--- src/sv/fdsg_pkg.sv ---
// ============================================================================
// fdsg_pkg - shared types and constants for the stencil/ghost-fill core
// Field store sizing, word widths, codes, FSM state and the control and
// status bundles that run between the controller and the datapath.
// ============================================================================
`timescale 1ns / 1ps
`default_nettype none

package fdsg_pkg;

    // Field store sizing
    localparam int MAX_POINTS = 1024;
    localparam int MIN_POINTS = 5;
    localparam int ADDR_W     = $clog2(MAX_POINTS);
    // point counts hold MAX_POINTS itself and the 11-bit active_points word
    localparam int N_W        = (ADDR_W + 1 > 11) ? ADDR_W + 1 : 11;

    // Word widths
    localparam int SAMPLE_W   = 32;
    localparam int CFG_IDX_W  = 3;
    localparam int SUM_W      = 40;   // signed stencil sums, |s| <= 2^37
    localparam int MAG_W      = 39;   // stencil sum magnitude
    localparam int PROD_W     = MAG_W + 16;
    localparam int X_W        = PROD_W + 1;

    // Sequencer step counter
    localparam int STEP_W = 4;
    localparam logic [STEP_W-1:0] FILL_LAST  = 4'd7;
    localparam logic [STEP_W-1:0] EV_RD_LAST = 4'd4;
    localparam logic [STEP_W-1:0] EV_SH_LAST = 4'd5;
    localparam logic [STEP_W-1:0] EV_SUM     = 4'd6;
    localparam logic [STEP_W-1:0] EV_ABS     = 4'd7;
    localparam logic [STEP_W-1:0] EV_FEED2   = 4'd9;
    localparam logic [STEP_W-1:0] EV_HOLD1   = 4'd12;
    localparam logic [STEP_W-1:0] EV_LAST    = 4'd13;

    typedef enum logic [CFG_IDX_W-1:0] {
        CFG_ACTIVE_POINTS  = 3'd0,
        CFG_BOUNDARY_MODE  = 3'd1,
        CFG_GHOST_OFFSET   = 3'd2,
        CFG_STENCIL_ORDER  = 3'd3,
        CFG_INV_SPACING    = 3'd4,
        CFG_INV_SPACING_SQ = 3'd5
    } cfg_reg_t;

    typedef enum logic [1:0] {
        KIND_WRITE = 2'd0,
        KIND_FILL  = 2'd1,
        KIND_EVAL  = 2'd2
    } kind_t;

    typedef enum logic [1:0] {
        BND_SYMMETRIC = 2'd0,
        BND_PERIODIC  = 2'd1,
        BND_ZERO      = 2'd2
    } bnd_mode_t;

    typedef enum logic [1:0] {
        STATUS_OK    = 2'd0,
        STATUS_RANGE = 2'd1,
        STATUS_EDGE  = 2'd2
    } status_t;

    typedef enum logic [2:0] {
        ST_CLEAR,
        ST_IDLE,
        ST_EXEC,
        ST_FILL,
        ST_EVAL,
        ST_DONE
    } fsm_state_t;

    // controller -> datapath
    typedef struct packed {
        logic       accept;
        logic       clr_we;
        logic       wr_sample;
        logic       fill_rd;
        logic       fill_wr;
        logic [1:0] fill_sel;
        logic       eval_rd;
        logic [2:0] eval_sel;
        logic       tap_shift;
        logic       sum_load;
        logic       abs_load;
        logic       feed_d2;
        logic       hold_d1;
        logic       hold_d2;
        logic       out_load;
    } ctl_cmd_t;

    // datapath -> controller
    typedef struct packed {
        logic       clear_last;
        logic [1:0] kind;
        logic       eval_ok;
        logic       out_free;
    } dp_sts_t;

endpackage

`default_nettype wire

--- src/sv/fdsg_ctrl.sv ---
// ============================================================================
// fdsg_ctrl - sequencing FSM for the stencil/ghost-fill core
// Runs the clear sweep, accepts items, and steps the datapath through
// sample write, four ghost copies or the five-read evaluate sequence.
// ============================================================================
`timescale 1ns / 1ps
`default_nettype none

module fdsg_ctrl
    import fdsg_pkg::*;
(
    input  wire logic    clk,
    input  wire logic    rst_n,
    input  wire logic    item_valid,
    output logic         item_stall,
    input  wire dp_sts_t sts,
    output ctl_cmd_t     cmd
);

    fsm_state_t        state_reg, state_next;
    logic [STEP_W-1:0] step_reg, step_next;

    always_ff @(posedge clk or negedge rst_n)
    begin
        if (!rst_n)
        begin
            state_reg <= ST_CLEAR;
            step_reg  <= '0;
        end
        else
        begin
            state_reg <= state_next;
            step_reg  <= step_next;
        end
    end

    // next state
    always_comb
    begin
        state_next = state_reg;
        step_next  = '0;
        case (state_reg)
            ST_CLEAR:
            begin
                if (sts.clear_last)
                    state_next = ST_IDLE;
            end
            ST_IDLE:
            begin
                if (item_valid)
                    state_next = ST_EXEC;
            end
            ST_EXEC:
            begin
                case (sts.kind)
                    KIND_FILL: state_next = ST_FILL;
                    KIND_EVAL: state_next = sts.eval_ok ? ST_EVAL : ST_DONE;
                    default:   state_next = ST_DONE;
                endcase
            end
            ST_FILL:
            begin
                if (step_reg == FILL_LAST)
                    state_next = ST_DONE;
                else
                    step_next = step_reg + STEP_W'(1);
            end
            ST_EVAL:
            begin
                if (step_reg == EV_LAST)
                    state_next = ST_DONE;
                else
                    step_next = step_reg + STEP_W'(1);
            end
            ST_DONE:
            begin
                if (sts.out_free)
                    state_next = ST_IDLE;
            end
            default: state_next = ST_CLEAR;
        endcase
    end

    // outputs
    always_comb
    begin
        cmd        = '0;
        item_stall = (state_reg != ST_IDLE);
        case (state_reg)
            ST_CLEAR: cmd.clr_we = 1'b1;
            ST_IDLE:  cmd.accept = item_valid;
            ST_EXEC:  cmd.wr_sample = (sts.kind == KIND_WRITE);
            ST_FILL:
            begin
                // even step reads a source, odd step writes its ghost
                cmd.fill_rd  = !step_reg[0];
                cmd.fill_wr  = step_reg[0];
                cmd.fill_sel = step_reg[2:1];
            end
            ST_EVAL:
            begin
                cmd.eval_rd   = (step_reg <= EV_RD_LAST);
                cmd.eval_sel  = step_reg[2:0];
                cmd.tap_shift = (step_reg != '0) && (step_reg <= EV_SH_LAST);
                cmd.sum_load  = (step_reg == EV_SUM);
                cmd.abs_load  = (step_reg == EV_ABS);
                cmd.feed_d2   = (step_reg == EV_FEED2);
                cmd.hold_d1   = (step_reg == EV_HOLD1);
                cmd.hold_d2   = (step_reg == EV_LAST);
            end
            ST_DONE:  cmd.out_load = sts.out_free;
            default:  ;
        endcase
    end

`ifndef SYNTHESIS
    a_step_bound: assert property (@(posedge clk) disable iff (!rst_n)
        (state_reg == ST_EVAL) |-> (step_reg <= EV_LAST))
        else $error("evaluate step counter ran past last step");

    a_load_to_idle: assert property (@(posedge clk) disable iff (!rst_n)
        cmd.out_load |=> (state_reg == ST_IDLE))
        else $error("result load did not return sequencer to idle");
`endif

endmodule

`default_nettype wire

--- config.mk ---
export PLATFORM = sky130hd
export DESIGN_NAME = fdsg_ctrl
export DESIGN_NICKNAME = d
export VERILOG_FILES = /design/src/sv/fdsg_pkg.sv /design/src/sv/fdsg_ctrl.sv
export SDC_FILE = /design/constraint.sdc
export NUM_CORES = 1
export LEC_CHECK = 0
export ABC_AREA = 1
export BUFFER_PORTS_ARGS = -buffer_cell sky130_fd_sc_hd__buf_4
export CORE_MARGIN = 5
export CORE_UTILIZATION = 45
export CTS_CLUSTER_DIAMETER = 150
export DETAILED_ROUTE_END_ITERATION = 10
export PLACE_DENSITY = 0.72
export SETUP_SLACK_MARGIN = 0.1
export SLEW_MARGIN = 40
export SYNTH_ARGS = -nofsm -noshare
export SYNTH_HDL_FRONTEND = slang
export SYNTH_SLANG_ARGS = --single-unit
--- constraint.sdc ---
create_clock -name clk -period 1.7 [get_ports clk]
set_clock_uncertainty 0.15 [all_clocks]
set_input_delay 0.34 -clock clk [delete_from_list [all_inputs] [get_ports clk]]
set_output_delay 0.34 -clock clk [all_outputs]
set_load 0.005 [all_outputs]
Word level (Yosys, flattened, before mapping)
Index checks and enable logic that the tools add are counted.
Widths: inputs -> output; s select.
- register bits: 7
- latch bits: 0
- RAM bits: 0
- ROM bits: 0
- input bits: 8
- output and inout bits: 19
- word-level logic and storage cells: 46
- memories: 0
- add/subtract/negate cells: 1
- $mul: 0
- div/mod/pow operators: 0
- $lt $le $gt $ge: 2
- eq/ne operators: 18
- shift operators: 0
- muxes and demuxes: 17
- bitwise logic cells: 0
- reduce and logical (&&, ||, !) cells: 6
- operators by type and width (cell ; number):
    $pmux 3 s6 ; 1
    $mux 3 ; 5
    $eq 4x4->1 const B ; 3
    $mux 4 ; 3
    $mux 10 ; 1
    $ne 2x2->1 const B ; 5
    $eq 4x3->1 const B ; 2
    $le 4x3->1 const B ; 2
    $pmux 4 s2 ; 1
    $eq 3x2->1 const B ; 2
    $eq 3x3->1 const B ; 2
    $pmux 3 s2 ; 1
    $mux 1 ; 5
    $reduce_and 5->1 ; 1
    $add 4x1->4 const B ; 1
    $reduce_bool 4->1 ; 1
    $eq 3x1->1 const B ; 1
    $logic_not 3->1 ; 1
    $ne 3x1->1 const B ; 1
    $eq 2x1->1 const B ; 1
    $eq 2x2->1 const B ; 1
    $logic_not 2->1 ; 1
    $logic_and 1x1->1 ; 1
    $logic_not 1->1 ; 1

Longest topological paths before layout
Gate-level depths: netlist of run 1.
- word-level depth: 3
- mapped depth: 8
- gate-level depth less buffers: 8

Worst setup path after synthesis of run 1
Ideal clock, no wire load.
- path kind: reg-to-output
- from: reg step_reg[0]
- to: out cmd[2] in the netlist's numbering
- arrival: 1070 ps
- data required time: 1210 ps
- path slack: 140 ps
- stages on the path, launching flop included: 5
- path buffers: 0
- cell sequence: dfrtp_1 inv_1 ha_1 inv_1 nor4_1
- RTL lines (what ; line ; RTL):
    start: declaration ; fdsg_ctrl.sv:21 ; logic [STEP_W-1:0] step_reg, step_next;
    start signal: assignment ; fdsg_ctrl.sv:33 ; step_reg <= step_next;
    end: declaration ; fdsg_ctrl.sv:17 ; output ctl_cmd_t cmd

==> impl_metrics.ini, run 1 <==
[outcome]
outcome = finished with violations
violations = negative setup slack

[sta]
timing.final.crit_share = 1.12
final-hold-violation-count = 0
max_slew_margin = 0.837
period_minus_slack_ps = 1910
tightestPinTransition_ps = 244
finalWorstSetupSlack_ps = -210
fin_setup_tns_ps = -1500
slew_violations = 0
fmax_ghz = 0.524
setup_viol = 13
whs_ps = 285
grt_setup_unrepaired = yes

[layout]
post-route-util = 0.908
antenna_cells = 0
n_fill_cell = 65
fin_nets = 170
syn_to_final_growth_pct = 93.4
final_area_um2 = 1350
drive_gt1_frac = 0.678
largest_register_ffs = 4

[critical_path]
cp_slowest_stage_delay_ps = 390
cp_cell_sequence = inv_2 -> buf_6 -> ha_4 -> nor3_2 -> a211oi_2 -> buf_4
crit_path_top_delay_cell = dfrtp_1
crit_fanout = 3
crit_type = reg -> out
arrival_ps = 1420
start_kind = flop
crit_path_end_kind = output port
cp.required_ps = 1210

[synth]
synth_compound_area_frac = 0.0716
synthMuxAreaShare = 0
ys_ff_latch = 7
yosysUniqueCellTypes = 24
synthArstFlopShare = 1.00
syn-num-nets = 116
syn-instance-count = 99
synth_xor_area_frac = 0.0250
yosysSeqAreaShare = 0.250
ys_warn_count = 0
synthTopCellsByArea = dfrtp_1 25%, ha_1 16%, nor2_1 9.7%
synth_area_per_cell_um2 = 7.06
synth_simple_gate_area_frac = 0.395
synth_edf_count = 0
synth.cell_area_um2 = 699
synthAdderAreaFrac = 0.161
synth_top_cell_by_area = dfrtp_1
netlist.area_leader.share = 0.250
synth_top_family_by_area = simple AND/OR/NAND/NOR gates
dominantRegCellSynth = dfrtp_1

[cts]
path_clk_slew_ps = 60
clk_latency_ps = 260
htree_levels = 1
cts_made_buffers = 3
cts_tree = built
cts_sinks = 7
cts_max_path_buffers = 2
ctsRootBufferMaster = clkbuf_4

[global_route]
grt_start_max_net_pins = 8
grt_pass1_wl_um = 3510
antenna_found_initial = 0
grt_usage = 0.179
gr-total-overflow = 0
grt_pass1_vias = 781

[drt]
firstDrtPassIters = 4
vias = 900
drt-initial-drc-count = 29
route.detailed.drc = 0
wl_per_cell_um = 17.0
antenna_left = 0
drt_wl_total_um = 2850
avgViaCountPerCell = 5.36

[place]
place_area_um2 = 967
dp_slack_ps = 76.3
gp_congestion = 0.788
port_buffers = 26
dpl.hpwl_um = 1480

[floorplan]
fp.coreArea_um2 = 1490
pin_count = 27
start_util = 0.470
die_y_um = 49.4
die_x_um = 49.4
rows = 14
dieArea_um2 = 2440

[power]
p_leak_uw = 0.000655
p_per_area_nw_per_um2 = 1380
peakVddDrop_uv = 1170

[job]
cap_violations = 0

[hold_path]
hp-class = in -> async
stage by stage:
| stage | total power, uW | cells |
|---|---|---|
| 2_1_floorplan | 746 | 99 |
| 3_3_place_gp | 1030 | 148 |
| 3_5_place_dp | 1040 | 148 |
| 4_1_cts | 1380 | 159 |
| 5_1_grt | 1980 | 168 |
| 6_report | 1870 | 168 |
what timing repair did:
item | in CTS | in global routing
endpoints found under the setup margin | 19 | 24
gates resized for setup | 24 | 43
setup buffers | 7 | 10
hold buffers | 1 | 0
pin swaps | 5 | 6
endpoints found under the hold margin | 7 | 0
worst paths after layout:
kind | from | endpoint | slack [ps] | cells past startpoint
max | step_reg[1]$_DFF_PN0_ | cmd[6] | -210 | 6
min | rst_n | step_reg[3]$_DFF_PN0_ | 280 | 2
max reg2reg | state_reg[1]$_DFFE_PN0P_ | state_reg[0]$_DFFE_PN0P_ | 120 | 8
min reg2reg | step_reg[0]$_DFF_PN0_ | step_reg[0]$_DFF_PN0_ | 490 | 2
max in group asynchronous | rst_n | state_reg[1]$_DFFE_PN0P_ | 980 | 2
min in group clk | sts[2] | state_reg[2]$_DFFE_PN0P_ | 420 | 5
kinds of logic after synthesis:
| group | count (synthesis) |
|---|---|
| flops | 7 |
| xor+xnor | 2 |
| buf+inv | 18 |
| simple gates | 55 |
| fa+ha+maj | 9 |
| compound gates | 8 |
cell usage in the layout (no fill, tap or decap), drive strengths merged:
cell / synthesis / layout
a211oi: 1 / 1
a21oi: 3 / 3
nand3b: 1 / 1
inv: 18 / 18
and3: 1 / 1
buf: 0 / 48
o21ai: 1 / 1
nand4: 1 / 1
ha: 9 / 9
xnor2: 1 / 1
clkbuf: 0 / 3
nand3: 9 / 9
nor4: 1 / 1
clkinv: 0 / 1
o21bai: 3 / 3
nand2: 20 / 20
xor2: 1 / 1
nor3: 2 / 2
dfrtp: 7 / 7
dlygate4sd3: 0 / 1
nor2: 20 / 20
critical path: cells and delay by family, from the launching register on:
family | cells | cell delay, ps
buffers and inverters | 3 | 390
DFF | 1 | 390
and+or+nand+nor | 1 | 180
AOI/OAI and AO/OA | 1 | 50
adders and majority gates | 1 | 150
power breakdown:
group	internal (uW)	total (uW)	leakage, uW	switching [uW]
registers	222	293	0.0000861	70.9
logic	663	1420	0.000551	757
clock network	86.4	157	0.0000177	70.9
total	971	1870	0.000655	899
cell type report:
cell class / count / area (um2) / share of cell area
timing repair buffer: 49 / 400 / 0.296
inverter: 18 / 75.1 / 0.0555
multi-input combinational: 74 / 648 / 0.479
sequential: 7 / 181 / 0.134
clock inverter: 1 / 5.00 / 0.00370
clock buffer: 3 / 22.5 / 0.0167
tap: 16 / 20.0 / 0.0148
cell usage after synthesis (2+ instances only):
cell and count:
inv_2 3, ha_1 9, nor3_1 2, nand2_1 17, nand2_4 2, nand3_1 7
dfrtp_1 7, inv_1 15, nor2_1 18, o21bai_1 3, a21oi_1 3
routing by layer:
| metal | part of all wire | wire length [um] | global-route usage | vias up |
|---|---|---|---|---|
| met1 | 0.42 | 1200 | 0.221 | 435 |
| met5 | 0 | 0 | 0 | - |
| li1 | - | - | - | 426 |
| met2 | 0.51 | 1460 | 0.300 | 33 |
| met3 | 0.048 | 138 | 0.0367 | 6 |
| met4 | 0.014 | 41 | 0.0655 | 0 |
No activity file was read; power rests on OpenSTA's default activity.
==> run 2, diff against run 1 <==
--- a/config.mk
+++ b/config.mk
@@ -12,7 +12,6 @@
 export CTS_CLUSTER_DIAMETER = 150
 export DETAILED_ROUTE_END_ITERATION = 10
 export PLACE_DENSITY = 0.72
-export SETUP_SLACK_MARGIN = 0.1
 export SLEW_MARGIN = 40
 export SYNTH_ARGS = -nofsm -noshare
 export SYNTH_HDL_FRONTEND = slang
==> run 2 against run 1 <==
  * The run still ends with negative setup slack left
  * Global-route usage decreased by 2.1 points
  * Setup slack better by 54 ps
  * Worst hold slack got worse by 9.2 ps
  * Core utilization down 9.7 points
  * Register-to-register slack got worse by 70 ps
  * Sequential cell count did not move
  * Non-clock buffer count decreased by 8
  * Combinational power down 21%
  * Die area unchanged
  * Critical path type unchanged
==> impl_metrics.ini, run 2 (synthesis gave the netlist of run 1 again) <==
[layout]
final_area_um2 = 1210
n_fill_cell = 104
antenna_cells = 0
largest_register_ffs = 4
layout_common_cells = 38 x buf_4, 15 x nand2_1, 10 x inv_1
stdcell_count = 160
drive_gt1_frac = 0.583
layout.cells.most_common = buf_4
syn_to_final_growth_pct = 72.8
fin_nets = 162

[sta]
grt_setup_unrepaired = yes
fmax_ghz = 0.539
slew_violations = 0
max_slew_margin = 0.807
period_minus_slack_ps = 1860
final-hold-violation-count = 0
finalWorstSetupSlack_ps = -155
setup_viol = 14
timing.final.crit_share = 1.09
tightestPinTransition_ps = 290

[power]
power_uw = 1570
p_leak_uw = 0.000610
peakVddDrop_uv = 763
p_per_area_nw_per_um2 = 1300

[global_route]
antenna_found_initial = 0
grt_usage = 0.157
grt_pass1_vias = 730
gr-total-overflow = 0
grt_start_max_net_pins = 8
grt_pass1_wl_um = 3110

[cts]
htree_levels = 1
path_clk_slew_ps = 50
ctsRootBufferMaster = clkbuf_4
cts_tree = built
cts_made_buffers = 3
clk_latency_ps = 250
cts_sinks = 7
cts_max_path_buffers = 2

[drt]
route.detailed.drc = 0
firstDrtPassIters = 4
avgViaCountPerCell = 5.21
wl_per_cell_um = 14.8
drt_wl_total_um = 2370
vias = 834
antenna_left = 0
drt-initial-drc-count = 9

[critical_path]
cp.required_ps = 1210
crit_fanout = 3
arrival_ps = 1370
start_kind = flop
crit_path_end_kind = output port
crit_top_cell = buf_4
crit_path_top_delay_cell = dfrtp_1
crit_type = reg -> out
cp_cell_sequence = inv_2 -> buf_4 -> ha_4 -> nor3_2 -> a211oi_2 -> buf_4
cp_slowest_stage_delay_ps = 370

[job]
cap_violations = 0

[floorplan]
pin_count = 27
die_x_um = 49.4
die_y_um = 49.4
start_util = 0.470
dieArea_um2 = 2440
rows = 14
fp.coreArea_um2 = 1490

[place]
port_buffers = 26
place_area_um2 = 967
dpl.hpwl_um = 1480
place_inst = 148
gp_congestion = 0.788

[outcome]
outcome = finished with violations
violations = negative setup slack

[hold_path]
hp-class = in -> async
## run 2: changes by cell type in the layout (fill, tap and decap cells not counted), moves of 2 or more
cell | before | now
dfrtp_1 | 2 | 4
nand3_1 | 3 | 5
nor2_4 | 6 | 4
ha_2 | 0 | 2
buf_6 | 8 | 1
ha_4 | 5 | 3
inv_1 | 7 | 10
inv_4 | 3 | 0
nor2_2 | 9 | 7
nor2_1 | 5 | 9
dfrtp_2 | 5 | 3
nand3_2 | 5 | 3
buf_4 | 40 | 38
## run 2: through the flow
stage | util | TNS (ps) | hold WS, ps | setup slack [ps]
final | 0.812 | -1260 | 275 | -155
after global routing | 0.812 | -2530 | 283 | -221
after CTS | 0.733 | -1070 | 276 | -127
after detailed placement | 0.650 | 0 | 6.41 | 76.3
after global placement | 0.650 | 0 | 3.54 | 91.9
after floorplan | - | 0 | -106 | 140
## run 2: final timing paths
| kind | start | to | slack [ps] | depth (start not counted) |
|---|---|---|---|---|
| max | step_reg[1]$_DFF_PN0_ | cmd[6] | -160 | 6 |
| min | rst_n | step_reg[3]$_DFF_PN0_ | 280 | 2 |
| max reg2reg | step_reg[1]$_DFF_PN0_ | state_reg[0]$_DFFE_PN0P_ | 50 | 7 |
| min reg2reg | step_reg[0]$_DFF_PN0_ | step_reg[0]$_DFF_PN0_ | 510 | 2 |
| max in group asynchronous | rst_n | state_reg[1]$_DFFE_PN0P_ | 990 | 2 |
| min in group clk | sts[2] | state_reg[1]$_DFFE_PN0P_ | 400 | 6 |
## run 2: metal layers
metal	up-vias	routed length, um	track usage
met5	-	0	0
li1	401	-	-
met1	408	966	0.186
met4	0	35	0.0655
met2	20	1270	0.268
met3	5	95	0.0367
## run 2: worst max-delay path, delay by kind of cell (launching register included)
family / cells / cell delay (ps)
simple gates: 1 / 160
flops: 1 / 370
buf+inv: 3 / 360
compound gates: 1 / 50
fa+ha+maj: 1 / 160
## run 2: cell type report
| type | instances | area, um2 | share of cell area |
|---|---|---|---|
| multi-input cells | 74 | 583 | 0.482 |
| repair buffers | 41 | 327 | 0.270 |
| flip-flops and latches | 7 | 179 | 0.148 |
| inverters | 18 | 72.6 | 0.0600 |
| clock buffers | 3 | 22.5 | 0.0186 |
| well taps | 16 | 20.0 | 0.0166 |
| clock inverters | 1 | 5.00 | 0.00414 |
## run 2: power by group
part	total [uW]	switching [uW]	internal, uW
clock	153	67.0	86.2
sequential	297	75.7	222
combinational	1120	605	511
total	1570	748	819
## run 2: timing repair
item / CTS / global route
resized for setup: 18 / 23
pin swaps: 5 / 1
buffers inserted: 2 / 6
hold buffers: 1 / 0
hold endpoints to repair: 7 / 0
endpoints found under the setup margin: 15 / 21
